$ cat src/sv/afs_pkg.sv
`timescale 1ns / 1ps

package afs_pkg;

  // frame counter width; the counter saturates at its all-ones value
  localparam int LENGTH_BITS = 24;
  localparam int FRAME_LEN_W = 24;
  localparam int CODE_LEN_W  = 3;
  localparam int NAL_TYPE_W  = 5;
  localparam int WINDOW_LEN  = 4;
  localparam int QUEUE_DEPTH = 4;
  localparam int QUEUE_PTR_W = $clog2(QUEUE_DEPTH);
  localparam int QUEUE_CNT_W = $clog2(QUEUE_DEPTH + 1);

  typedef logic [LENGTH_BITS-1:0] count_t;
  typedef logic [NAL_TYPE_W-1:0]  nal_type_t;

  localparam count_t     COUNT_MAX  = {LENGTH_BITS{1'b1}};
  localparam logic [7:0] TYPE_MASK  = 8'h1f;
  localparam nal_type_t  TYPE_SPS   = 5'h07;
  localparam nal_type_t  TYPE_PPS   = 5'h08;
  localparam logic [CODE_LEN_W-1:0] SHORT_CODE = 3'd3;
  localparam logic [CODE_LEN_W-1:0] LONG_CODE  = 3'd4;

  // one result word
  typedef struct packed {
    logic [FRAME_LEN_W-1:0] frame_length;
    logic                   stream_end;
  } result_t;

  // pushes into the result queue for one accepted byte
  typedef struct packed {
    logic push0;
    logic push1;
  } push_t;

endpackage

$ cat src/sv/afs_if.sv
`timescale 1ns / 1ps

// input byte channel
interface afs_in_if;
  logic       valid;
  logic       ready;
  logic [7:0] data_byte;
  logic       final_byte;

  modport source (output valid, output data_byte, output final_byte, input ready);
  modport sink (input valid, input data_byte, input final_byte, output ready);
endinterface

// result channel
interface afs_out_if;
  logic                            valid;
  logic                            ready;
  logic [afs_pkg::FRAME_LEN_W-1:0] frame_length;
  logic                            stream_end;

  modport source (output valid, output frame_length, output stream_end, input ready);
  modport sink (input valid, input frame_length, input stream_end, output ready);
endinterface

// configuration write channel
interface afs_cfg_if;
  logic                           valid;
  logic                           ready;
  logic [afs_pkg::CODE_LEN_W-1:0] start_code_length;

  modport source (output valid, output start_code_length, input ready);
  modport sink (input valid, input start_code_length, output ready);
endinterface

$ cat src/sv/h264_annexb_frame_splitter_core.sv
`timescale 1ns / 1ps

// Scans an H.264 Annex B byte stream at one byte per clock and reports frame
// lengths. A row of four byte cells shifts the stream along each accepted
// byte; a 3- or 4-byte start code sitting wholly inside the current frame,
// followed by a NAL header that is neither SPS nor PPS, ends the frame once
// the skip armed by reset, by a final byte or by a PPS has been cleared.
// Results pass through a four-word queue, and the input is ready whenever
// that queue holds at most two words, so a byte is taken every clock as long
// as results are drained at the rate they appear. The final byte of a stream
// always yields a closing word and returns the scanner to its start state.
// The user writes the start code length only while idle; no check is made.
module h264_annexb_frame_splitter_core (
  input  logic      clk,
  input  logic      rst,
  afs_in_if.sink    byte_in,
  afs_out_if.source frame_out,
  afs_cfg_if.sink   cfg
);

  logic [afs_pkg::CODE_LEN_W-1:0]  start_code_length;
  afs_pkg::count_t                 frame_byte_count;
  afs_pkg::count_t                 count_next;
  afs_pkg::count_t                 count_mid;
  afs_pkg::count_t                 code_len;
  afs_pkg::count_t                 split_len;
  logic                            skip_pending;
  logic                            skip_next;
  logic [afs_pkg::QUEUE_CNT_W-1:0] level;
  logic [7:0]                      win_byte [afs_pkg::WINDOW_LEN];
  logic [afs_pkg::WINDOW_LEN-1:0]  win_zero;
  logic [afs_pkg::WINDOW_LEN-1:0]  win_one;
  logic                            accept;
  logic                            short_code;
  logic                            code_seen;
  logic                            code_hit;
  logic                            split;
  afs_pkg::nal_type_t              nal_type;
  afs_pkg::push_t                  push;
  afs_pkg::result_t                data0;
  afs_pkg::result_t                data1;

  assign accept        = byte_in.valid && byte_in.ready;
  assign byte_in.ready = (level <= afs_pkg::QUEUE_CNT_W'(afs_pkg::QUEUE_DEPTH - 2));
  assign cfg.ready     = 1'b1;

  // configuration register
  always_ff @(posedge clk) begin
    if (rst) begin
      start_code_length <= afs_pkg::LONG_CODE;
    end else if (cfg.valid && cfg.ready) begin
      start_code_length <= cfg.start_code_length;
    end
  end

  // byte window: newest byte in the last cell
  for (genvar i = 0; i < afs_pkg::WINDOW_LEN; i++) begin : g_cell
    logic [7:0] feed;
    if (i == afs_pkg::WINDOW_LEN - 1) begin : g_head
      assign feed = byte_in.data_byte;
    end else begin : g_body
      assign feed = win_byte[i+1];
    end
    afs_cell u_cell (
      .clk     (clk),
      .rst     (rst),
      .shift   (accept),
      .clear   (byte_in.final_byte),
      .byte_in (feed),
      .byte_q  (win_byte[i]),
      .is_zero (win_zero[i]),
      .is_one  (win_one[i])
    );
  end

  // start code detection and frame split decision
  always_comb begin
    short_code = (start_code_length == afs_pkg::SHORT_CODE);
    code_len   = short_code ? afs_pkg::count_t'(afs_pkg::SHORT_CODE)
                            : afs_pkg::count_t'(afs_pkg::LONG_CODE);
    code_seen  = win_zero[1] && win_zero[2] && win_one[3] && (short_code || win_zero[0]);
    code_hit   = accept && code_seen && (frame_byte_count >= code_len);
    nal_type   = afs_pkg::NAL_TYPE_W'(byte_in.data_byte & afs_pkg::TYPE_MASK);
    split      = code_hit && !skip_pending
                 && (nal_type != afs_pkg::TYPE_SPS) && (nal_type != afs_pkg::TYPE_PPS);
    split_len  = (frame_byte_count == afs_pkg::COUNT_MAX) ? afs_pkg::COUNT_MAX
                                                           : frame_byte_count - code_len;
    count_mid  = split ? code_len : frame_byte_count;
    count_next = (count_mid == afs_pkg::COUNT_MAX) ? count_mid
                                                    : count_mid + afs_pkg::count_t'(1);
  end

  // skip flag update
  always_comb begin
    skip_next = skip_pending;
    if (code_hit) begin
      if (nal_type == afs_pkg::TYPE_PPS) begin
        skip_next = 1'b1;
      end else if (nal_type != afs_pkg::TYPE_SPS) begin
        skip_next = 1'b0;
      end
    end
    if (accept && byte_in.final_byte) begin
      skip_next = 1'b1;
    end
  end

  // frame counter and skip flag
  always_ff @(posedge clk) begin
    if (rst) begin
      frame_byte_count <= '0;
      skip_pending     <= 1'b1;
    end else if (accept) begin
      frame_byte_count <= byte_in.final_byte ? '0 : count_next;
      skip_pending     <= skip_next;
    end
  end

  // result words for this byte
  always_comb begin
    push.push0         = split || (accept && byte_in.final_byte);
    push.push1         = split && byte_in.final_byte;
    data0.frame_length = split ? afs_pkg::FRAME_LEN_W'(split_len)
                               : afs_pkg::FRAME_LEN_W'(count_next);
    data0.stream_end   = !split;
    data1.frame_length = afs_pkg::FRAME_LEN_W'(count_next);
    data1.stream_end   = 1'b1;
  end

  afs_outq u_outq (
    .clk       (clk),
    .rst       (rst),
    .push      (push),
    .data0     (data0),
    .data1     (data1),
    .level     (level),
    .frame_out (frame_out)
  );

  // queue never overfills
  a_queue_bound: assert property (@(posedge clk) disable iff (rst)
    level <= afs_pkg::QUEUE_CNT_W'(afs_pkg::QUEUE_DEPTH))
    else $error("result queue overfilled");

  // a closing byte returns the scanner to its start state
  a_final_clear: assert property (@(posedge clk) disable iff (rst)
    accept && byte_in.final_byte |=> frame_byte_count == '0 && skip_pending)
    else $error("scanner not cleared after final byte");

  // no frame ends while the skip is armed
  a_no_split_skip: assert property (@(posedge clk) disable iff (rst)
    skip_pending |-> !split)
    else $error("frame split while skip armed");

  // a split restarts the count at the start code plus the header byte
  a_split_count: assert property (@(posedge clk) disable iff (rst)
    split && !byte_in.final_byte |=> frame_byte_count == $past(code_len) + afs_pkg::count_t'(1))
    else $error("frame count wrong after split");

endmodule

$ cat src/sv/afs_cell.sv
`timescale 1ns / 1ps

module afs_cell (
  input  logic       clk,
  input  logic       rst,
  input  logic       shift,
  input  logic       clear,
  input  logic [7:0] byte_in,
  output logic [7:0] byte_q,
  output logic       is_zero,
  output logic       is_one
);

  logic [7:0] stored;

  // hold one window byte, pass it on at each shift, zero it on a clearing shift
  always_ff @(posedge clk) begin
    if (rst) begin
      stored <= '0;
    end else if (shift) begin
      stored <= clear ? 8'h00 : byte_in;
    end
  end

  assign byte_q  = stored;
  assign is_zero = (stored == 8'h00);
  assign is_one  = (stored == 8'h01);

endmodule

$ cat src/sv/afs_outq.sv
`timescale 1ns / 1ps

module afs_outq (
  input  logic                               clk,
  input  logic                               rst,
  input  afs_pkg::push_t                     push,
  input  afs_pkg::result_t                   data0,
  input  afs_pkg::result_t                   data1,
  output logic [afs_pkg::QUEUE_CNT_W-1:0]    level,
  afs_out_if.source                          frame_out
);

  afs_pkg::result_t                  slots [afs_pkg::QUEUE_DEPTH];
  logic [afs_pkg::QUEUE_PTR_W-1:0]   wr_ptr;
  logic [afs_pkg::QUEUE_PTR_W-1:0]   rd_ptr;
  logic [afs_pkg::QUEUE_CNT_W-1:0]   level_next;
  logic [afs_pkg::QUEUE_PTR_W-1:0]   wr_ptr_next;
  logic                              pop;
  logic [1:0]                        push_cnt;

  assign pop      = frame_out.valid && frame_out.ready;
  assign push_cnt = {1'b0, push.push0} + {1'b0, push.push1};

  // level and write pointer after this cycle
  always_comb begin
    level_next  = level + afs_pkg::QUEUE_CNT_W'(push_cnt)
                  - afs_pkg::QUEUE_CNT_W'(pop);
    wr_ptr_next = wr_ptr + afs_pkg::QUEUE_PTR_W'(push_cnt);
  end

  // pointers and fill level
  always_ff @(posedge clk) begin
    if (rst) begin
      wr_ptr <= '0;
      rd_ptr <= '0;
      level  <= '0;
    end else begin
      wr_ptr <= wr_ptr_next;
      level  <= level_next;
      if (pop) begin
        rd_ptr <= rd_ptr + afs_pkg::QUEUE_PTR_W'(1);
      end
    end
  end

  // result words, up to two written per cycle
  always_ff @(posedge clk) begin
    if (push.push0) begin
      slots[wr_ptr] <= data0;
    end
    if (push.push1) begin
      slots[wr_ptr + afs_pkg::QUEUE_PTR_W'(1)] <= data1;
    end
  end

  assign frame_out.valid        = (level != '0);
  assign frame_out.frame_length = slots[rd_ptr].frame_length;
  assign frame_out.stream_end   = slots[rd_ptr].stream_end;

endmodule

$ cat src/flat_wrapper.sv
// flat-port wrapper written by rule: the top's interface ports become plain ports
module h264_annexb_frame_splitter_core_flat 
  (clk, rst, byte_in_valid, byte_in_data_byte, byte_in_final_byte, byte_in_ready, frame_out_valid, frame_out_frame_length, frame_out_stream_end, frame_out_ready, cfg_valid, cfg_start_code_length, cfg_ready);
  afs_in_if byte_in_i ();
  afs_out_if frame_out_i ();
  afs_cfg_if cfg_i ();
  input  logic clk;
  input  logic rst;
  input wire logic [$bits(byte_in_i.valid)-1:0] byte_in_valid;
  input wire logic [$bits(byte_in_i.data_byte)-1:0] byte_in_data_byte;
  input wire logic [$bits(byte_in_i.final_byte)-1:0] byte_in_final_byte;
  output wire logic [$bits(byte_in_i.ready)-1:0] byte_in_ready;
  output wire logic [$bits(frame_out_i.valid)-1:0] frame_out_valid;
  output wire logic [$bits(frame_out_i.frame_length)-1:0] frame_out_frame_length;
  output wire logic [$bits(frame_out_i.stream_end)-1:0] frame_out_stream_end;
  input wire logic [$bits(frame_out_i.ready)-1:0] frame_out_ready;
  input wire logic [$bits(cfg_i.valid)-1:0] cfg_valid;
  input wire logic [$bits(cfg_i.start_code_length)-1:0] cfg_start_code_length;
  output wire logic [$bits(cfg_i.ready)-1:0] cfg_ready;
  assign byte_in_i.valid = byte_in_valid;
  assign byte_in_i.data_byte = byte_in_data_byte;
  assign byte_in_i.final_byte = byte_in_final_byte;
  assign byte_in_ready = byte_in_i.ready;
  assign frame_out_valid = frame_out_i.valid;
  assign frame_out_frame_length = frame_out_i.frame_length;
  assign frame_out_stream_end = frame_out_i.stream_end;
  assign frame_out_i.ready = frame_out_ready;
  assign cfg_i.valid = cfg_valid;
  assign cfg_i.start_code_length = cfg_start_code_length;
  assign cfg_ready = cfg_i.ready;
  h264_annexb_frame_splitter_core u_core (.clk(clk), .rst(rst), .byte_in(byte_in_i), .frame_out(frame_out_i), .cfg(cfg_i));
endmodule
$ cat config.mk
export PLATFORM = sky130hd
export DESIGN_NAME = h264_annexb_frame_splitter_core_flat
export DESIGN_NICKNAME = d
export VERILOG_FILES = /design/src/sv/afs_pkg.sv /design/src/sv/afs_if.sv /design/src/sv/h264_annexb_frame_splitter_core.sv /design/src/sv/afs_cell.sv /design/src/sv/afs_outq.sv /design/src/flat_wrapper.sv
export SDC_FILE = /design/constraint.sdc
export NUM_CORES = 1
export LEC_CHECK = 0
export BUFFER_PORTS_ARGS = -buffer_cell sky130_fd_sc_hd__clkbuf_2
export CORE_UTILIZATION = 35
export DETAILED_ROUTE_END_ITERATION = 16
export HOLD_SLACK_MARGIN = 0.15
export RECOVER_POWER = 100
export SLEW_MARGIN = 0
export SYNTH_ARGS = -nofsm -noshare
export SYNTH_HDL_FRONTEND = slang
export SYNTH_SLANG_ARGS = --single-unit
$ cat constraint.sdc
create_clock -name clk -period 8.7 [get_ports clk]
set_input_delay 1.74 -clock clk [delete_from_list [all_inputs] [get_ports clk]]
set_output_delay 1.74 -clock clk [all_outputs]
set_load 0.01 [all_outputs]
-- Word-level counts from Yosys, hierarchy flattened
Memories as Yosys holds them, arrays and structs flattened. A register that Yosys moved wholly into a read port is not among the register bits.
Cells that the tools add are included.
- reduce and logical (&&, ||, !) cells: 23
- add/sub/neg operators: 8
- equal/unequal tests: 7
- $lt $le $gt $ge: 2
- mux-type cells: 20
- operator list (operator ; number):
    $mux W24 ; 5
    $eq A24 B24 Y1 const B ; 2
    $mux W8 ; 4
    $add A24 B1 Y24 const B ; 1
    $ge A24 B24 Y1 ; 1
    $logic_not A8 Y1 ; 3
    $sub A24 B24 Y24 ; 1
    $logic_and A1 B1 Y1 ; 12
    $eq A8 B1 Y1 const B ; 1
    $mux W1 ; 8
    $reduce_bool A3 Y1 ; 2
    $eq A5 B4 Y1 const B ; 1
    $ne A5 B3 Y1 const B ; 1
    $ne A5 B4 Y1 const B ; 1
    $add A2 B1 Y2 const B ; 2
    $mux W2 ; 2
    $add A3 B2 Y3 ; 1
    $eq A3 B2 Y1 const B ; 1
    $le A3 B2 Y1 const B ; 1
    $mux W3 ; 1
    $reduce_and A3 Y1 ; 1
    $sub A3 B1 Y3 ; 1
    $add A1 B1 Y2 ; 1
    $add A2 B2 Y2 ; 1
    3 further kinds ; 5
- bits in writable memories: 100
- output and inout bits: 28
- memories: 1
- register bits after elaboration: 67
- memories (memory ; words ; bits a word ; read ports ; clocked after Yosys merged registers in ; wr ports ; line ; RTL):
    u_core.u_outq.slots ; 4 ; 25 ; 1 ; 1 ; 2 ; afs_outq.sv:13 ; afs_pkg::result_t slots [afs_pkg::QUEUE_DEPTH];

-- Logic depth before layout (Yosys ltp)
- depth in word-level cells: 13
- depth in mapped cells: 22

-- By module
Synthesis repeated with hierarchy kept, for this count alone.
- cells, all modules: 895
- area total of the unflattened synthesis: 9918.3 um2
- modules (own cells, without submodules) (module ; cells an instance ; times used ; area each (um2) ; sequential area each (um2)):
    afs_outq ; 290 ; 1 ; 5302.6 ; 3183.1
    h264_annexb_frame_splitter_core ; 449 ; 1 ; 3174.3 ; 560.5
    afs_cell ; 39 ; 4 ; 360.3 ; 160.2

-- Worst setup path before layout
OpenSTA, ideal clock, no wires.
- path kind: input port to flip-flop
- start point: input port byte_in_data_byte[3]
- end point: memory u_core.u_outq.slots[0][10] (netlist bit) (enable)
- required time: 8.262 ns
- data arrival time: 4.840 ns
- stages on the path: 8
- slack: 3.421 ns
- setup time: 0.438 ns
- buffers on the path: 2
- cell sequence: or4b_1 -> a21oi_1 -> or2_2 -> buf_1 -> nor3_2 -> buf_2 -> nand2_1 -> o21ai_0
- RTL lines (item ; line ; RTL):
    start: declaration ; flat_wrapper.sv:10 ; input wire logic [$bits(byte_in_i.data_byte)-1:0] byte_in_data_byte;
    end: declaration ; afs_outq.sv:13 ;

==> impl_results.md <==
* Outcome: finished, violations left
* Failing checks: max-capacitance violations, max-slew violations
* Core area at about 25000 um2
* Ys async rst share at 0%
* Worst-skew pair later-pin latency at around 0.43 ns
* CP max-delay cell: clkbuf_1
* Power Density at 207.0 nW/um2
* Antenna violations before repair at 0
* Post-synth EDFFs at 96
* Crit-path cells: clkbuf_1 -> or4b_1 -> a21oi_1 -> nor2_1 -> nand3_1 -> clkbuf_1 -> nand2_1 -> nand3_1 -> o21ai_1
* IO buf count at 43
* Diodes inserted at 0
* Hold Slack at approximately 0.45 ns
* Fraction of layout cells with a size suffix above 1 at a little over a tenth
* Die area at between 20000 and 30000 um2
* CTS tree: yes
* # resized after CTS at 0
* Avg Synthesized Cell Area at between 10 and 15 um2
* Worst r2r src: u_core.start_code_length[2]$_SDFFE_PP1P_
* Setup violations, final at 0
* Hold-fix buffers, CTS at 0
* Worst hold stages at 2
* RD Place Congestion at between 0.9 and 1
* Core Rows at between 50 and 60
* Wire length per cell at roughly 19 um
* Leakage at between 3 and 4 nW
* Routed Antenna Nets at 0
* Die W at 161.5 um
* Synth top area cells: edfxtp_1 32%, dfxtp_1 16%, mux4_2 6.3%
* Overflow after GRT at 0
* Total power at just over 0.002 W
* Yosys cell types at 69
* Area Overhead vs Synth at 10.57%
* Setup TNS at 0 ns
* Total routed wirelength at between 20000 and 25000 um
* Vias in the first global route at between 6000 and 7000
* Cts bufs inserted at 17
* Cell taking the most area after synthesis: edfxtp_1
* Synth Flop Type: edfxtp_1
* Initial DRT Pass Iterations at 5
* Via density at approximately 5.6
* # clock sinks at between 150 and 200
* Hold Path End: u_core.g_cell[0].u_cell.byte_q[5]$_SDFFE_PP0P_
* Max-cap violation count at 7
* Flops & latches, synth at 169
* Final Hold Viols at 0
* Clock-pin slew on the worst setup and hold paths at around 0.060 ns
* Post-CTS Setup Inserts at 0
* Clock root cell: clkbuf_16
* DP Wirelength at between 10000 and 15000 um
* Num ports at 45
* Starting density of the core at roughly 36%
* Worst Min Path Start: u_core.g_cell[0].u_cell.byte_q[5]$_SDFFE_PP0P_
* First-pass GRT wire length at between 30000 and 40000 um
* GRT Util Overall at 17.83%
* Max rail drop VDD at roughly 0.096 mV
* Final Cycle Share at around 77%
* Buf+Inv Stages, Crit Path at 2
* Synth Cell Area at just under 9000 um2
* Worst EP arrival at 6.55 ns
* Sequential element share of the synthesized area at approximately 49%
* R2r endpoint: u_core.u_outq.slots[3][22]$_DFFE_PP_
* Cells after Synth at ~880
* Die Y at 161.5 um
* Worst rel slew slack at -71.76%
* Final Max Tran Viols at ~210
* Worst-case clock buffer depth at 2
* Worst r2r path cells at 12
* CP max stage delay at 1.31 ns
* HP Class: reg2reg
* Layout Nets at 919
* Initial drt markers at roughly 590
* CP Max Fanout at 31
* Clock skew at around 0.01 ns
* Pin count of the biggest net entering global routing at between 50 and 60
* CP top delay family: simple AND/OR/NAND/NOR gates
* CP required at 8.52 ns
* RSZ-0062 raised after global routing: no
* H-tree Lvls at 4
* Warnings, synthesis at 0
* Crit Path Class: in2reg
* Syn Nets at roughly 900
* R2r setup slk at ~2.2 ns
* Actual slew at the worst max-slew pin at roughly 2.6 ns
* Fmax at about 150 MHz
* DRC viols at 0
* Min Tclk post-route at 6.733 ns
* Crit end category: flip-flop
* Share of the synthesized area in the top cell type at about a third
* Critical Path Start Type: input port
* Via Count at ~6900
-- worst max-delay path by stage --
| stage | from | endpoint | slack [ns] | cells after the start |
|---|---|---|---|---|
| floorplan | byte_in_data_byte[3] | u_core.u_outq.slots[0][10]$_DFFE_PP_ | 3.42 | 8 |
| CTS | byte_in_data_byte[0] | u_core.u_outq.slots[1][7]$_DFFE_PP_ | 3.52 | 16 |
| detailed placement | byte_in_data_byte[0] | u_core.u_outq.slots[1][7]$_DFFE_PP_ | 3.09 | 16 |
| global placement | byte_in_data_byte[0] | u_core.u_outq.slots[3][7]$_DFFE_PP_ | 3.12 | 16 |
| finish | byte_in_data_byte[0] | u_core.u_outq.slots[3][22]$_DFFE_PP_ | 1.97 | 9 |
| global route | byte_in_data_byte[0] | u_core.u_outq.slots[3][20]$_DFFE_PP_ | 1.57 | 9 |
-- flip-flops by register name, indices dropped and copies added, names as in the netlist, named ones only --
register,count
u_core.skip_pending,1
u_core.u_outq.wr_ptr,2
u_core.u_outq.rd_ptr,2
u_core.frame_byte_count,24
u_core.u_outq.slots,100
u_core.g_cell.u_cell.byte_q,32
u_core.u_outq.level,3
u_core.start_code_length,3
-- through the flow --
step	util, %	cell area [um2]	instances	setup WS, ns
finish	40.00	9842	1229	1.967
global route	40.00	9842	1229	1.571
CTS	40.43	9948	1229	3.517
detailed placement	38.09	9371	1197	3.092
global placement	38.09	9371	1197	3.125
floorplan	-	8901	884	3.422
-- layout make-up --
cell class	count	area (um2)
sequential	169	4344
clock inverter	13	143.9
multi-input combinational	637	4222
tap	324	405.4
timing repair buffer	52	237.7
clock buffer	19	432.9
inverter	15	56.30
fill	2426	14760
-- cells in the final DEF (no fill, tap or decap), types with 11 or more instances in the layout --
master and instances:
nand3b_1 33, and3_1 12, clkbuf_16 17, mux2i_1 28
and2_0 11, nor2_1 106, mux4_2 25, nand2_1 87
a21oi_1 55, edfxtp_1 96, clkbuf_1 32, clkbuf_2 16
nand4_1 20, nor4_1 22, nand3_1 25, dfxtp_1 73
o21ai_0 45, inv_1 15, nor3_1 18
-- worst reg2reg max path, cell delays in order (launching register included) --
cell and delay [ns]:
dfxtp_1 0.30, nand3b_1 0.32, inv_1 0.30, ha_1 0.25
fa_1 0.21, nand2b_1 0.14, and3_1 0.29, nand4_1 0.20
nand3_1 0.15, clkbuf_1 1.31, nand2_1 0.31, nand3_1 0.90
o21ai_1 1.24
-- where the power goes --
group	internal [W]	total, W	switching, W
Sequential	0.000883	0.000932	0.0000488
Clock	0.000426	0.000757	0.000331
Combinational	0.000154	0.000348	0.000195
-- per-layer routing --
metal / up-vias / wire length (um) / GRT usage, % / share of wire [%]
met2: 242 / 10550 / 28.41 / 46
met3: 41 / 1520 / 3.184 / 6.7
met1: 3377 / 10170 / 24.39 / 45
met5: - / 0 / 0 / 0
li1: 3283 / - / - / -
met4: 0 / 539 / 6.089 / 2.4
-- cell families after synthesis --
group,Yosys count,synth area share [%]
xor gates and xnor gates,17,1.673
buffers and inverters,78,3.711
DFF,169,48.81
AOI/OAI and AO/OA,154,10.35
muxes,58,10.11
adders and majority gates,10,1.574
other,1,0.04213
and+or+nand+nor,397,23.74
-- cells in the mapped netlist, types with 5 or more instances --
library cell  instances
nand3_1              25
ha_1                  8
a21oi_1              55
nor2b_1               5
mux4_2               25
o21ai_0              45
nor4_1               22
buf_1                 5
o21ai_1               5
and4_1                6
mux2i_1              28
dfxtp_1              73
o31ai_1              11
inv_1                15
xnor2_1              10
edfxtp_1             96
nor2_1              106
mux2_2                5
clkbuf_1             36
nand3b_1             33
and3_1               12
nand4_1              20
nor3_1               17
and2_1               21
xor2_1                7
buf_2                18
or3_1                 8
nand2_1              87
o211ai_1              5
No activity file was read; power rests on OpenSTA's default activity.
